`config.mk`:
```
export PLATFORM = sky130hd
export DESIGN_NAME = sorted_priority_queue
export DESIGN_NICKNAME = d
export VERILOG_FILES = /design/src/rtl/spq_pkg.sv /design/src/rtl/spq_cell.sv /design/src/rtl/sorted_priority_queue.sv
export SDC_FILE = /design/constraint.sdc
export NUM_CORES = 2
export LEC_CHECK = 0
export BUFFER_PORTS_ARGS = -buffer_cell sky130_fd_sc_hd__buf_2
export CAP_MARGIN = 20
export CORE_MARGIN = 2
export CORE_UTILIZATION = 30
export CTS_CLUSTER_DIAMETER = 120
export DETAILED_ROUTE_END_ITERATION = 16
export GPL_ROUTABILITY_DRIVEN = 0
export SLEW_MARGIN = 25
export SYNTH_ARGS = -nofsm -noshare
export SYNTH_HDL_FRONTEND = slang
export SYNTH_SLANG_ARGS = --single-unit
```
`constraint.sdc`:
```
create_clock -name clk -period 7.7 [get_ports clk]
set_input_delay 0.385 -clock clk [delete_from_list [all_inputs] [get_ports clk]]
set_output_delay 0.385 -clock clk [all_outputs]
set_load 0.02 [all_outputs]
```
`src/rtl/spq_pkg.sv`:
```
// Shared constants, codes and types for the sorted priority queue.
package spq_pkg;

    localparam int CAPACITY   = 16;
    localparam int CNT_W      = $clog2(CAPACITY + 1);
    localparam int VALUE_W    = 32;
    localparam int PRIO_W     = 16;
    localparam int COUNT_W    = 5;
    localparam int STATUS_W   = 2;

    typedef enum logic {
        FUNC_PUSH = 1'b0,
        FUNC_POP  = 1'b1
    } func_t;

    typedef enum logic [STATUS_W-1:0] {
        ST_OK    = 2'd0,
        ST_EMPTY = 2'd1,
        ST_FULL  = 2'd2
    } status_t;

    typedef struct packed {
        logic push;
        logic pop;
    } spq_ctrl_t;

endpackage

```
`src/rtl/spq_cell.sv`:
```
// One entry slot of the sorted chain: holds a value and priority, shifts with its neighbors.
module spq_cell (
    input  logic                                clk,
    input  spq_pkg::spq_ctrl_t                  ctrl,
    input  logic                                occupied,
    input  logic signed [spq_pkg::VALUE_W-1:0]  new_value,
    input  logic signed [spq_pkg::PRIO_W-1:0]   new_prio,
    input  logic                                left_ge,
    input  logic signed [spq_pkg::VALUE_W-1:0]  left_value,
    input  logic signed [spq_pkg::PRIO_W-1:0]   left_prio,
    input  logic signed [spq_pkg::VALUE_W-1:0]  right_value,
    input  logic signed [spq_pkg::PRIO_W-1:0]   right_prio,
    output logic                                self_ge,
    output logic signed [spq_pkg::VALUE_W-1:0]  value,
    output logic signed [spq_pkg::PRIO_W-1:0]   prio
);
    import spq_pkg::*;

    logic signed [VALUE_W-1:0] value_reg;
    logic signed [VALUE_W-1:0] value_next;
    logic signed [PRIO_W-1:0]  prio_reg;
    logic signed [PRIO_W-1:0]  prio_next;

    assign self_ge = occupied && (prio_reg >= new_prio);

    always_comb
    begin
        value_next = value_reg;
        prio_next  = prio_reg;
        if (ctrl.pop)
        begin
            value_next = right_value;
            prio_next  = right_prio;
        end
        else if (ctrl.push && !self_ge)
        begin
            if (left_ge)
            begin
                value_next = new_value;
                prio_next  = new_prio;
            end
            else
            begin
                value_next = left_value;
                prio_next  = left_prio;
            end
        end
    end

    always_ff @(posedge clk)
    begin
        value_reg <= value_next;
        prio_reg  <= prio_next;
    end

    assign value = value_reg;
    assign prio  = prio_reg;

endmodule

```
`src/rtl/sorted_priority_queue.sv`:
```
// Top level of the sorted priority queue: cell chain, entry count and result register.
// Bounded priority queue of spq_pkg::CAPACITY entries, highest priority at the head, equal
// priorities in arrival order. Raise start with func, item_value and priority_req; busy stays
// low, so one push or pop is taken every cycle. Each operation gives exactly one result word
// in the next cycle, marked by done for a single cycle; the receiver cannot stall it. The rate
// is set by the row of compare-and-shift cells, which all move in the same cycle. A pop on an
// empty queue reports an empty error, a push on a full queue reports a full error and drops
// the word; neither changes the queue.
module sorted_priority_queue (
    input  logic                                 clk,
    input  logic                                 rst_n,
    input  logic                                 start,
    output logic                                 busy,
    input  logic                                 func,
    input  logic signed [spq_pkg::VALUE_W-1:0]   item_value,
    input  logic signed [spq_pkg::PRIO_W-1:0]    priority_req,
    output logic                                 done,
    output logic [spq_pkg::STATUS_W-1:0]         status,
    output logic                                 head_valid,
    output logic signed [spq_pkg::VALUE_W-1:0]   head_value,
    output logic [spq_pkg::COUNT_W-1:0]          entry_count
);
    import spq_pkg::*;

    logic                      accept;
    logic                      is_pop;
    logic                      is_full;
    logic                      is_empty;
    spq_ctrl_t                 ctrl;
    logic [CNT_W-1:0]          count_reg;
    logic [CNT_W-1:0]          count_next;
    logic                      done_reg;
    status_t                   status_reg;
    status_t                   status_next;

    logic                      occ      [CAPACITY];
    logic                      ge       [CAPACITY];
    logic signed [VALUE_W-1:0] cell_val [CAPACITY];
    logic signed [PRIO_W-1:0]  cell_pri [CAPACITY];

    assign busy     = 1'b0;
    assign accept   = start && !busy;
    assign is_pop   = (func == FUNC_POP);
    assign is_full  = (count_reg == CNT_W'(CAPACITY));
    assign is_empty = (count_reg == '0);

    always_comb
    begin
        ctrl.push   = accept && !is_pop && !is_full;
        ctrl.pop    = accept && is_pop && !is_empty;
        count_next  = count_reg;
        status_next = ST_OK;
        if (ctrl.push)
        begin
            count_next = count_reg + CNT_W'(1);
        end
        else if (ctrl.pop)
        begin
            count_next = count_reg - CNT_W'(1);
        end
        if (is_pop && is_empty)
        begin
            status_next = ST_EMPTY;
        end
        else if (!is_pop && is_full)
        begin
            status_next = ST_FULL;
        end
    end

    genvar i;
    generate
        for (i = 0; i < CAPACITY; i++)
        begin : g_cell
            logic                      l_ge;
            logic signed [VALUE_W-1:0] l_val;
            logic signed [PRIO_W-1:0]  l_pri;
            logic signed [VALUE_W-1:0] r_val;
            logic signed [PRIO_W-1:0]  r_pri;

            assign occ[i] = (count_reg > CNT_W'(i));

            if (i == 0)
            begin : g_first
                assign l_ge  = 1'b1;
                assign l_val = '0;
                assign l_pri = '0;
            end
            else
            begin : g_mid
                assign l_ge  = ge[i-1];
                assign l_val = cell_val[i-1];
                assign l_pri = cell_pri[i-1];
            end

            if (i == CAPACITY - 1)
            begin : g_last
                assign r_val = '0;
                assign r_pri = '0;
            end
            else
            begin : g_inner
                assign r_val = cell_val[i+1];
                assign r_pri = cell_pri[i+1];
            end

            spq_cell u_cell (
                .clk         (clk),
                .ctrl        (ctrl),
                .occupied    (occ[i]),
                .new_value   (item_value),
                .new_prio    (priority_req),
                .left_ge     (l_ge),
                .left_value  (l_val),
                .left_prio   (l_pri),
                .right_value (r_val),
                .right_prio  (r_pri),
                .self_ge     (ge[i]),
                .value       (cell_val[i]),
                .prio        (cell_pri[i])
            );
        end
    endgenerate

    always_ff @(posedge clk or negedge rst_n)
    begin
        if (!rst_n)
        begin
            count_reg  <= '0;
            done_reg   <= 1'b0;
            status_reg <= ST_OK;
        end
        else
        begin
            count_reg  <= count_next;
            done_reg   <= accept;
            status_reg <= status_next;
        end
    end

    assign done        = done_reg;
    assign status      = status_reg;
    assign head_valid  = (count_reg != '0);
    assign head_value  = head_valid ? cell_val[0] : '0;
    assign entry_count = COUNT_W'(count_reg);

    a_done_follows: assert property (@(posedge clk) disable iff (!rst_n)
        accept |=> done)
        else $error("result strobe missing after accepted word");

    a_no_spurious: assert property (@(posedge clk) disable iff (!rst_n)
        !accept |=> !done)
        else $error("result strobe without accepted word");

    a_count_bound: assert property (@(posedge clk) disable iff (!rst_n)
        count_reg <= CNT_W'(CAPACITY))
        else $error("entry count above capacity");

    a_push_grows: assert property (@(posedge clk) disable iff (!rst_n)
        (accept && !is_pop && !is_full) |=> (count_reg == $past(count_reg) + CNT_W'(1)))
        else $error("push did not add an entry");

    a_empty_result: assert property (@(posedge clk) disable iff (!rst_n)
        (done && status == ST_EMPTY) |-> (!head_valid && head_value == '0))
        else $error("empty error with a head shown");

endmodule

```
==> run_results.csv <==
group,metric,value,unit
logic_synthesis,synth_top_family_by_area,"simple AND/OR/NAND/NOR gates",
critical_path,ff2ff_path_depth,9,
sta,max_slew_margin,0.289,
cells_and_area,fillerInstances,14800,
routing,drt_wl_total,146,mm
critical_path,cp.depth,11,
cells_and_area,post-route-util,0.338,
hold_path,hold_depth,3,
status,status,"completed",
die,num_rows,141,
grt,grt_pass1_vias,33000,
clock_tree,insertion_delay,0.69,ns
die,die_h,390,um
clock_tree,cts_buffers,92,
critical_path,cp-end-kind,"flip-flop",
critical_path,cp_cell_sequence,"buf_2 > inv_1 > ha_1 > nand4_1 > nor4_1 > a21boi_1 > nor3_1 > mux2i_1 > a21oi_4 > o21ai_4 > buf_4",
critical_path,path_delay_family,"buffers and inverters",
critical_path,cp.arrival,5.22,ns
cells_and_area,largest_register_ffs,512,
die,start_util,0.302,
clock_tree,cts_repair_resize_count,0,
logic_synthesis,synth_seq_cells,776,
cells_and_area,layout-drive-gt1-share,0.0762,
routing,vias,34700,
logic_synthesis,synth_area_leaders,"edfxtp_1 (48%), mux2i_1 (12%), ha_1 (7.3%), nand2_1 (5.7%), a21oi_1 (4.4%)",
clock_tree,max-clock-path-buffers,3,
routing,highest_layer,"met5",
grt,grt_pass1_wl,216,mm
sta,worst_clock_skew,0.0424,ns
sta,setup_slack,2.79,ns
logic_synthesis,syn-instance-count,4401,
critical_path,critPathMaxFanout,31,
logic_synthesis,synth_area_per_cell,10.2,um^2
routing,ant_nets,0,
sta,finalSetupViolCount,0,
critical_path,required,8.01,ns
logic_synthesis,synthXorXnorAreaFrac,0.000587,
routing,drc,0,
die,core,148000,um^2
placed_design,place_inst,6151,
logic_synthesis,synth-edff-count,720,
grt,track_usage,0.186,
hold_path,hp-class,"input port to flip-flop",
logic_synthesis,synth_top_area_cell,"edfxtp_1",
routing,first_iter_violations,3675,
logic_synthesis,synthMuxAreaShare,0.119,
clock_tree,cts.sinks,776,
sta,hold_viol,0,
placed_design,portBuffers,92,
routing,wl_met3,10.5,mm
die,fp.dieW,390,um
logic_synthesis,synth_fp_nets,4714,
logic_synthesis,synth-simple-area-share,0.134,
logic_synthesis,synth_fa_ha_area_frac,0.0729,
sta,maxSlewViolCount,0,
power,total_power,20.6,mW
logic_synthesis,synth-compound-area-share,0.128,
sta,rsz0062_at_grt,"false",
die,ios,94,
routing,wl_met1,63.5,mm
routing,viasPerCell,5.48,
logic_synthesis,async_flop_share,0.0103,
power,p_per_area,411,nW/um^2
cells_and_area,syn2layout_area_growth,11.9,%
sta,finalCriticalPeriod,4.91,ns
die,dieArea,152000,um^2
power,p_leak,19.3,nW
clock_tree,path_clk_slew,0.06,ns
clock_tree,htree_levels,3,
cells_and_area,fin_nets,4632,
grt,antenna_found_initial,9,
critical_path,path_class,"input port to flip-flop",
clock_tree,cts-root-buf,"clkbuf_16",
critical_path,critPathMaxStageDelay,0.85,ns
critical_path,slowest_stage,"nor4_1",
sta,min_period_over_period,0.638,
routing,wl_met2,66.7,mm
sta,fmax,203,MHz
routing,drt_first_pass_iters,6,
logic_synthesis,synthDistinctLibCells,71,
clock_tree,tritoncts,"done",
logic_synthesis,netlist_top_cells_count,"edfxtp_1 (720), nand2_1 (674), mux2i_1 (532), nor2_1 (423), a21oi_1 (392)",
clock_tree,postCtsSetupBuffers,0,
cells_and_area,multiInputGateArea,20700,um^2
logic_synthesis,yosysSeqAreaShare,0.509,
logic_synthesis,yosysTopAreaCellShare,0.483,
routing,wl_per_cell,23.1,um
sta,worstMarginPinSlew,1.04,ns
placed_design,dpl.hpwl,91.0,mm
power,max-vdd-ir-drop,307,uV
critical_path,path_buf_inv,3,
logic_synthesis,yosysMostFrequentCell,"edfxtp_1",
cells_and_area,seqCellArea,22800,um^2
logic_synthesis,synth_flop_cell,"edfxtp_1",
critical_path,start_kind,"input port",
placed_design,pre_cts_slack,2.27,ns
logic_synthesis,ys.warnings.count,0,
grt,grt-ovfl-total,0,
grt,grt_max_degree,262,
sta,fin_tns_setup,0,ns
logic_synthesis,synth_area,44800,um^2
run,maxCapViolations,0,
cells_and_area,layout.cells.non_filler,6329,
[cells by family (layout without fill, tap and decap cells)]
group                      count (synthesis)  in the layout
xor gates and xnor gates                   3              3
AOI/OAI and AO/OA                       1039           1039
muxes                                    532            532
other                                      1              3
and+or+nand+nor                         1411           1411
adders and majority gates                261            261
DFF                                      776            776
buffers and inverters                    378            374
[path summary, 6_finish.rpt]
| check | start | to | slack [ns] |
|---|---|---|---|
| min | item_value[26] | g_cell[15].u_cell.value[26] | 0.09 |
| max reg2reg | entry_count[0] | g_cell[3].u_cell.value[29] | 2.95 |
| min in group asynchronous | rst_n | done | 0.12 |
| max in group asynchronous | rst_n | entry_count[2] | 7.32 |
| max | priority_req[15] | g_cell[3].u_cell.value[29] | 2.79 |
| min reg2reg | g_cell[4].u_cell.value[0] | g_cell[3].u_cell.value[0] | 0.55 |
[per-stage QoR]
step	instance area [um^2]	hold WS [ns]
after global routing	50100	0.0917
after CTS	50100	0.0494
final	50100	0.0940
after floorplan	44800	0.0894
after detailed placement	47000	0.285
after global placement	47000	0.280
[final cells by class]
type | instances | share of cell area
diodes | 2 | 0.0000999
clock buffers | 134 | 0.0529
multi-input cells | 3247 | 0.412
well taps | 1930 | 0.0482
repair buffers | 159 | 0.0208
inverters | 43 | 0.00322
clock inverters | 38 | 0.00782
flip-flops and latches | 776 | 0.455
[worst register-to-register path: cells and delay by family (launching register included)]
kind,cells,cell delay [ns]
buffers and inverters,4,2.13
AND/OR/NAND/NOR,3,0.86
flip-flops,1,0.55
AO/OA/AOI/OAI,1,0.50
adder cells (fa/ha/maj),1,0.26
[repair_timing]
| item | CTS | global route |
|---|---|---|
| hold buffers | 2 | 0 |
| endpoints found under the setup margin | 0 | 0 |
| endpoints found under the hold margin | 9 | 0 |
[where the power goes]
part / leakage (nW) / total, mW / internal, mW / switching [mW]
sequential: 7.39 / 7.84 / 6.79 / 1.05
clock: 1.49 / 4.41 / 2.54 / 1.87
combinational: 10.4 / 8.36 / 3.00 / 5.36
total: 19.3 / 20.6 / 12.3 / 8.28
[routing by layer]
metal,vias up,global-route usage
met3,296,0.0282
met4,4,0.0681
li1,15900,-
met5,-,0
met2,1394,0.297
met1,17000,0.254
[layout by cell type, fill, tap and decap left out, types with 35 or more instances in the layout]
cell	Yosys	layout
edfxtp_1	720	720
nand2_1	674	671
mux2i_1	532	532
nor2_1	423	422
a21oi_1	392	390
o21ai_1	288	285
ha_1	261	261
o21ai_0	151	141
clkbuf_16	0	92
buf_2	79	92
buf_4	22	59
nor3_1	58	58
a21o_1	54	54
nor4_1	54	54
a31oi_1	51	48
dfxtp_1	48	48
nand4_1	46	46
nand3_1	47	46
inv_1	41	41
o211ai_1	41	41
and2_1	35	35
No activity file was read; power rests on OpenSTA's default activity.
